[config.mk]
export PLATFORM = sky130hd
export DESIGN_NAME = m3i_queue
export DESIGN_NICKNAME = d
export VERILOG_FILES = /design/src/design/m3i_pkg.sv /design/src/design/m3i_queue.sv
export SDC_FILE = /design/constraint.sdc
export NUM_CORES = 1
export LEC_CHECK = 0
export ABC_AREA = 0
export BUFFER_PORTS_ARGS = -buffer_cell sky130_fd_sc_hd__buf_4
export CAP_MARGIN = 25
export CELL_PAD_IN_SITES_DETAIL_PLACEMENT = 2
export CELL_PAD_IN_SITES_GLOBAL_PLACEMENT = 2
export CORE_MARGIN = 2
export CORE_UTILIZATION = 30
export DETAILED_ROUTE_END_ITERATION = 8
export PLACE_DENSITY = 0.82
export SYNTH_ARGS = -nofsm -noshare
export SYNTH_HDL_FRONTEND = slang
export SYNTH_SLANG_ARGS = --single-unit
[constraint.sdc]
create_clock -name clk -period 1.4 [get_ports clk]
set_input_delay 0.21 -clock clk [delete_from_list [all_inputs] [get_ports clk]]
set_output_delay 0.21 -clock clk [all_outputs]
set_load 0.01 [all_outputs]
[src/design/m3i_pkg.sv]
// Shared types and constants for the 3x3 matrix inverse block.
// Holds the cofactor operand tables and the queue status type.
// No dependencies.
package m3i_pkg;

  localparam int IO_BITS   = 32;
  localparam int NELEM     = 9;
  localparam int NDET      = 3;
  localparam int QDEPTH    = 2;
  localparam int QPTR_BITS = 1;
  localparam int QCNT_BITS = 2;

  typedef logic [IO_BITS-1:0] io_word_t;

  typedef struct packed {
    logic full;
    logic empty;
  } q_stat_t;

  // Element index: column-major, a11=0 a21=1 a31=2 a12=3 a22=4 a32=5 a13=6 a23=7 a33=8.
  // Cofactor k = a[PA]*a[PB] - a[QA]*a[QB], in output order.
  localparam int CF_PA [NELEM] = '{4, 7, 1, 6, 0, 3, 3, 6, 0};
  localparam int CF_PB [NELEM] = '{8, 2, 5, 5, 8, 2, 7, 1, 4};
  localparam int CF_QA [NELEM] = '{7, 1, 4, 3, 6, 0, 6, 0, 3};
  localparam int CF_QB [NELEM] = '{5, 8, 2, 8, 2, 5, 4, 7, 1};

  // The determinant expands along the first row: a11, a12, a13.
  localparam int DET_A [NDET] = '{0, 3, 6};

  // Diagonal positions of the result.
  localparam logic [NELEM-1:0] DIAG_MASK = 9'b100010001;

endpackage

[src/design/m3i_queue.sv]
// Short request queue between the front and back pipelines.
// Register-based storage, one write and one read per cycle.
// Depends on m3i_pkg.
module m3i_queue
  import m3i_pkg::*;
#(
  parameter int DATA_BITS = 8
) (
  input  logic                 clk,
  input  logic                 rst_n,
  input  logic                 push,
  input  logic [DATA_BITS-1:0] push_data,
  input  logic                 pop,
  output logic [DATA_BITS-1:0] pop_data,
  output q_stat_t              stat
);

  logic [DATA_BITS-1:0] mem_r [QDEPTH];
  logic [QPTR_BITS-1:0] wr_ptr_r;
  logic [QPTR_BITS-1:0] rd_ptr_r;
  logic [QCNT_BITS-1:0] cnt_r;
  logic                 do_push;
  logic                 do_pop;

  assign do_push = push && !stat.full;
  assign do_pop  = pop && !stat.empty;

  always_ff @(posedge clk) begin
    if (!rst_n) begin
      wr_ptr_r <= '0;
      rd_ptr_r <= '0;
      cnt_r    <= '0;
    end else begin
      if (do_push) wr_ptr_r <= wr_ptr_r + 1'b1;
      if (do_pop)  rd_ptr_r <= rd_ptr_r + 1'b1;
      if (do_push && !do_pop)      cnt_r <= cnt_r + 1'b1;
      else if (do_pop && !do_push) cnt_r <= cnt_r - 1'b1;
    end
  end

  always_ff @(posedge clk) begin
    if (do_push) mem_r[wr_ptr_r] <= push_data;
  end

  assign pop_data   = mem_r[rd_ptr_r];
  assign stat.full  = (cnt_r == QCNT_BITS'(QDEPTH));
  assign stat.empty = (cnt_r == '0);

endmodule

==> flow_summary_export.csv, run 1 <==
group,metric,value,unit
status,status,"finished with violations",
status,failed_checks,"negative setup slack",
setup_path,crit_buf_inv,1,
placed_design,place_congestion,0.728,
clocking,clk_path_buf_depth,2,
power_and_ir_drop,power_leakage,0.498,nW
final_layout,final_common_cell,"buf_4",
power_and_ir_drop,powerDensity,1820,nW/um^2
setup_path,cp-start-kind,"flop",
die,die_w,55.7,um
clocking,insertion_delay,0.30,ns
clocking,clock-sinks,21,
synth,netlist_instances,51,
grt,antenna_found_initial,0,
drt,drt_wl_total,1.79,mm
power_and_ir_drop,power.switching,672,uW
setup_path,critical_path_class,"flop to flop",
clocking,cts_buffers,3,
setup_path,slowest_stage,"or3_4",
die,pin_count,22,
sta,final.min_clock_period,1.49,ns
synth,ys_top_cells_by_area,"edfxtp_1 (60%), dfxtp_1 (12%), mux2_2 (11%), xor2_1 (3.3%), nor2_1 (2.3%)",
sta,achievable-frequency,672,MHz
placed_design,dp_hpwl,1.31,mm
power_and_ir_drop,combPwrFrac,0.477,
clocking,htreeDepth,1,
final_layout,final_nets,98,
sta,worstMarginPinSlew,0.302,ns
sta,max-slew-margin-rel,0.796,
placed_design,numPortBuffers,21,
setup_path,worstPathRequired,1.63,ns
final_layout,syn_to_final_growth,50.6,%
drt,ant_nets,0,
synth,synth_top_area_frac,0.598,
setup_path,worst-path-max-fanout,3,
clocking,ctsRootBufferMaster,"clkbuf_4",
final_layout,drive_gt1_frac,0.655,
synth,ys_types,16,
power_and_ir_drop,p_int,1.53,mW
grt,grt_usage,0.124,
drt,drcViolationCount,0,
final_layout,postLayoutCellArea,1210,sq um
die,rows,18,
synth,ys_ff_latch,21,
grt,grt_pass1_vias,610,
power_and_ir_drop,power_frac_seq,0.394,
sta,slew_violations,0,
grt,grt_pass1_wl,2.93,mm
drt,wl_per_cell,15.7,um
clocking,clk_pin_slew,0.11,ns
min_path,hold_path.class,"input port to flop",
sta,rsz0062_at_grt,"yes",
die,die_h,55.7,um
final_layout,antenna_cells,0,
power_and_ir_drop,power_frac_clock,0.130,
die,initial_core_util,0.321,
drt,drt-vias-per-instance,4.67,
sta,setup_ws,-0.0891,ns
final_layout,final_cell_mix,"buf_4 (19), edfxtp_1 (16), buf_6 (10)",
setup_path,cp_cell_sequence,"nand2b_4 > inv_4 > nor2_2 > ha_2 > xor2_2 > or3_4 > a21oi_2",
placed_design,place_ws,-0.108,ns
die,die_area,3110,sq um
sta,finalSetupViolations,9,
setup_path,crit_path_max_incr_delay,0.39,ns
synth,syn-mean-instance-area,15.8,sq um
setup_path,crit_path_end_kind,"flop",
synth,synth_top_cell_by_area,"edfxtp_1",
clocking,cts_tree,"built",
run,maxCapViolations,0,
drt,num_vias,532,
power_and_ir_drop,peakVddDrop,1.03,mV
drt,drt-initial-drc-count,13,
setup_path,cp_data_arrival_time,1.72,ns
synth,synth_nets,64,
placed_design,post_dp_cell_area,1060,sq um
grt,grt_start_max_net_pins,12,
die,core,2500,sq um
final_layout,fin_util,0.484,
setup_path,cp_top_family,"simple AND/OR/NAND/NOR gates",
sta,clock_skew,0.00336,ns
power_and_ir_drop,swShare,0.305,
drt,firstDrtPassIters,2,
synth,netlist_area,803,sq um
sta,fin_hold_ws,0.0890,ns
synth,ys_seq_area_frac,0.723,
sta,hold_viol_final,0,
synth,ys_warn_count,0,
grt,grt.overflow.total,0,
sta,period_share,1.06,
## metrics by stage
stage	setup TNS, ns	std cells	total power, mW
final	-0.329	114	2.20
after global routing	-0.923	114	2.34
after CTS	-0.515	115	2.16
after detailed placement	-0.108	108	1.63
after global placement	0	108	1.59
after floorplan	-0.00628	51	1.26
## logic make-up (layout without fill, tap and decap cells)
family / count (synthesis) / count (layout) / synth area share
DFF: 21 / 21 / 0.723
and+or+nand+nor: 9 / 9 / 0.0592
muxes: 8 / 8 / 0.112
AOI/OAI and AO/OA: 5 / 5 / 0.0374
buffers and inverters: 4 / 37 / 0.0202
xor gates and xnor gates: 3 / 3 / 0.0327
adders and majority gates: 1 / 1 / 0.0156
## worst paths after layout
check        slack (ns)                  start  cells after the start               endpoint
max               -0.09  cnt_r[0]$_SDFFE_PN0P_                      7  cnt_r[1]$_SDFFE_PN0P_
min                0.09           push_data[1]                      1  mem_r[0][1]$_DFFE_PP_
max reg2reg       -0.09  cnt_r[0]$_SDFFE_PN0P_                      7  cnt_r[1]$_SDFFE_PN0P_
min reg2reg        0.52  rd_ptr_r$_SDFFE_PN0P_                      2                   flop
## final cells by class
type | count | area (sq um)
repair buffers | 30 | 270
clock buffers | 4 | 26.3
multi-input cells | 26 | 278
flip-flops and latches | 21 | 584
well taps | 30 | 37.5
inverters | 3 | 13.8
fillers | 240 | 1290
## sequential cells by signal (all words and copies together), names as in the netlist, named ones only
name and count:
mem_r 16, cnt_r 2, rd_ptr_r 1, wr_ptr_r 1
## per-layer routing
| layer | GRT usage | up-vias | part of all wire |
|---|---|---|---|
| li1 | - | 248 | - |
| met1 | 0.149 | 263 | 0.40 |
| met2 | 0.213 | 17 | 0.53 |
| met3 | 0.0256 | 4 | 0.056 |
| met4 | 0.0523 | 0 | 0.016 |
| met5 | 0 | - | 0 |
## repair_timing
| item | CTS | global route |
|---|---|---|
| hold buffers | 0 | 0 |
| endpoints found under the setup margin | 9 | 20 |
| pin swaps | 2 | 3 |
| resized for setup | 24 | 7 |
| setup buffers | 3 | 0 |
## cell usage after synthesis
library cell / instances
a21boi_0: 1
a21oi_1: 1
and3_1: 1
buf_2: 1
dfxtp_1: 5
edfxtp_1: 16
ha_1: 1
inv_1: 3
mux2_2: 8
nand2b_1: 1
nor2_1: 5
nor3_2: 1
o21a_1: 1
o21ai_0: 2
or3_1: 1
xor2_1: 3
## power by group through the flow
stage	clock, mW	combinational, mW	sequential [mW]
5_1_grt	0.331	1.12	0.882
4_1_cts	0.305	0.987	0.863
6_report	0.285	1.05	0.867
3_5_place_dp	0	0.762	0.872
3_3_place_gp	0	0.733	0.860
2_1_floorplan	0	0.401	0.860
(Power assumes the default switching activity.)
==> run 2, diff against run 1 <==
- CORE_ASPECT_RATIO: not set -> 1.2
==> run 2 against run 1 <==
Compared with the run above: the run still ends with negative setup slack left; cell area is 1.7% higher; total power is 0.38% lower; hold slack better by 0.0019 ns; via count is 1.5% lower; cell count is 3.5% higher; sequential cell count stayed put; clock power is 4% lower; fmax is 4.2% higher; register-to-register slack better by 0.08 ns; non-clock buffer count is 1 higher; utilization is 0.21 points lower; combinational power hardly changed; largest cell class unchanged.
==> flow_summary_export.csv, run 2 (same netlist as run 1, synthesis figures left out) <==
group,metric,value,unit
clocking,htreeDepth,1,
sta,hold_viol_final,0,
power_and_ir_drop,powerDensity,1780,nW/um^2
status,status,"finished with violations",
power_and_ir_drop,power_leakage,0.506,nW
setup_path,reg2reg_depth,7,
min_path,hold_path.class,"input port to flop",
drt,ant_nets,0,
run,maxCapViolations,0,
final_layout,largest_register_ffs,16,
sta,worstMarginPinSlew,0.221,ns
clocking,clock-sinks,21,
setup_path,reg2reg_to,"cnt_r[1]$_SDFFE_PN0P_",
die,die_w,51.2,um
drt,drcViolationCount,0,
drt,wl_per_cell,14.5,um
die,initial_core_util,0.315,
sta,max-slew-margin-rel,0.851,
grt,grt_usage,0.127,
min_path,min_from,"push_data[1]",
sta,slew_violations,0,
drt,firstDrtPassIters,2,
placed_design,numPortBuffers,21,
sta,finalSetupViolations,9,
final_layout,top_register,"mem_r",
grt,grt_pass1_wl,2.76,mm
setup_path,worstPathRequired,1.19,ns
die,die_h,60.7,um
clocking,clk_path_buf_depth,2,
final_layout,final_cell_count_no_fill,118,
setup_path,crit_path_end_kind,"primary output",
grt,grt_pass1_vias,590,
setup_path,critical_path_class,"flop to primary output",
placed_design,place_congestion,0.671,
final_layout,final_cell_mix,"buf_4 (21), edfxtp_1 (16), buf_6 (9)",
grt,grt.overflow.total,0,
min_path,hold_depth,1,
die,core,2550,sq um
setup_path,cp-start-kind,"flop",
clocking,clk_pin_slew,0.11,ns
final_layout,final_nets,99,
clocking,insertion_delay,0.29,ns
sta,final.min_clock_period,1.43,ns
grt,grt_start_max_net_pins,12,
final_layout,reg_top3,"mem_r x16, cnt_r x2",
final_layout,final_common_cell,"buf_4",
clocking,cts_buffers,3,
sta,rsz0062_at_grt,"yes",
setup_path,r2r_start,"cnt_r[0]$_SDFFE_PN0P_",
placed_design,dp_hpwl,1.28,mm
drt,num_vias,524,
drt,drt-vias-per-instance,4.44,
sta,achievable-frequency,700,MHz
sta,fin_tns_setup,-0.172,ns
die,die_area,3110,sq um
grt,antenna_found_initial,0,
final_layout,drive_gt1_frac,0.635,
die,pin_count,22,
clocking,cts_tree,"built",
final_layout,antenna_cells,0,
power_and_ir_drop,peakVddDrop,0.801,mV
setup_path,cp_data_arrival_time,1.22,ns
die,rows,20,
clocking,ctsRootBufferMaster,"clkbuf_4",
sta,setup_ws,-0.0289,ns
placed_design,dpl.cell_count,111,
final_layout,syn_to_final_growth,53.1,%
setup_path,worst-path-max-fanout,8,
drt,drt_wl_total,1.71,mm
sta,period_share,1.02,
status,failed_checks,"negative setup slack",
min_path,hold_end,"mem_r[1][1]$_DFFE_PP_",
sta,clock_skew,0.00973,ns
drt,drt-initial-drc-count,2,
setup_path,reg2reg_slack,-0.01,ns
==> run 2: cell count changes in the layout (fill, tap and decap cells not counted), sizes merged <==
cell,previous run,this run
buf,30,31
==> run 2: how the worst max path moves through the flow <==
stage,to,slack (ns),start
after floorplan,cnt_r[1]$_SDFFE_PN0P_,-0.006,cnt_r[0]$_SDFFE_PN0P_
after global placement,cnt_r[1]$_SDFFE_PN0P_,0.02,cnt_r[0]$_SDFFE_PN0P_
after detailed placement,cnt_r[1]$_SDFFE_PN0P_,-0.1,cnt_r[0]$_SDFFE_PN0P_
after CTS,cnt_r[1]$_SDFFE_PN0P_,-0.07,cnt_r[1]$_SDFFE_PN0P_
after global routing,pop_data[4],-0.09,flop
final,pop_data[4],-0.03,flop
==> run 2: critical path: stages, from the launching register on <==
cell and delay (ns):
dfxtp_2 0.36, buf_12 0.14, mux2_4 0.31, buf_6 0.12
==> run 2: cell type report <==
class | instances | area [sq um]
Tap cell | 33 | 41.3
Sequential cell | 21 | 584
Timing Repair Buffer | 31 | 279
Multi-Input combinational cell | 26 | 285
Clock buffer | 4 | 26.3
Fill cell | 262 | 1320
Inverter | 3 | 13.8
==> run 2: power by group <==
group          internal [mW]  leakage [nW]  switching [mW]
combinational          0.621         0.299           0.420
clock                  0.111        0.0150           0.163
sequential             0.804         0.192          0.0727
==> run 2: through the flow <==
stage / instance area (sq um) / power [mW] / setup WS, ns / hold slack, ns / util
CTS: 1210 / 2.16 / -0.0663 / 0.0806 / 0.474
global placement: 1080 / 1.62 / 0.0209 / 0.396 / 0.422
floorplan: 817 / 1.26 / -0.00628 / 0.309 / -
global route: 1230 / 2.33 / -0.0852 / 0.0691 / 0.482
finish: 1230 / 2.19 / -0.0289 / 0.0908 / 0.482
detailed placement: 1080 / 1.67 / -0.0964 / 0.400 / 0.422
==> run 2: timing repair <==
item / CTS / global route
setup buffers: 3 / 1
endpoints found under the setup margin: 9 / 19
pin swaps: 2 / 2
cloned: 0 / 0
gates resized for setup: 22 / 5
hold buffers: 0 / 0
==> run 2: routing by layer <==
metal,vias to the layer above,global-route usage,share of wire
li1,252,-,-
met1,255,0.137,0.38
met2,17,0.239,0.57
met3,0,0.0271,0.053
met4,0,0.0564,0
met5,-,0,0
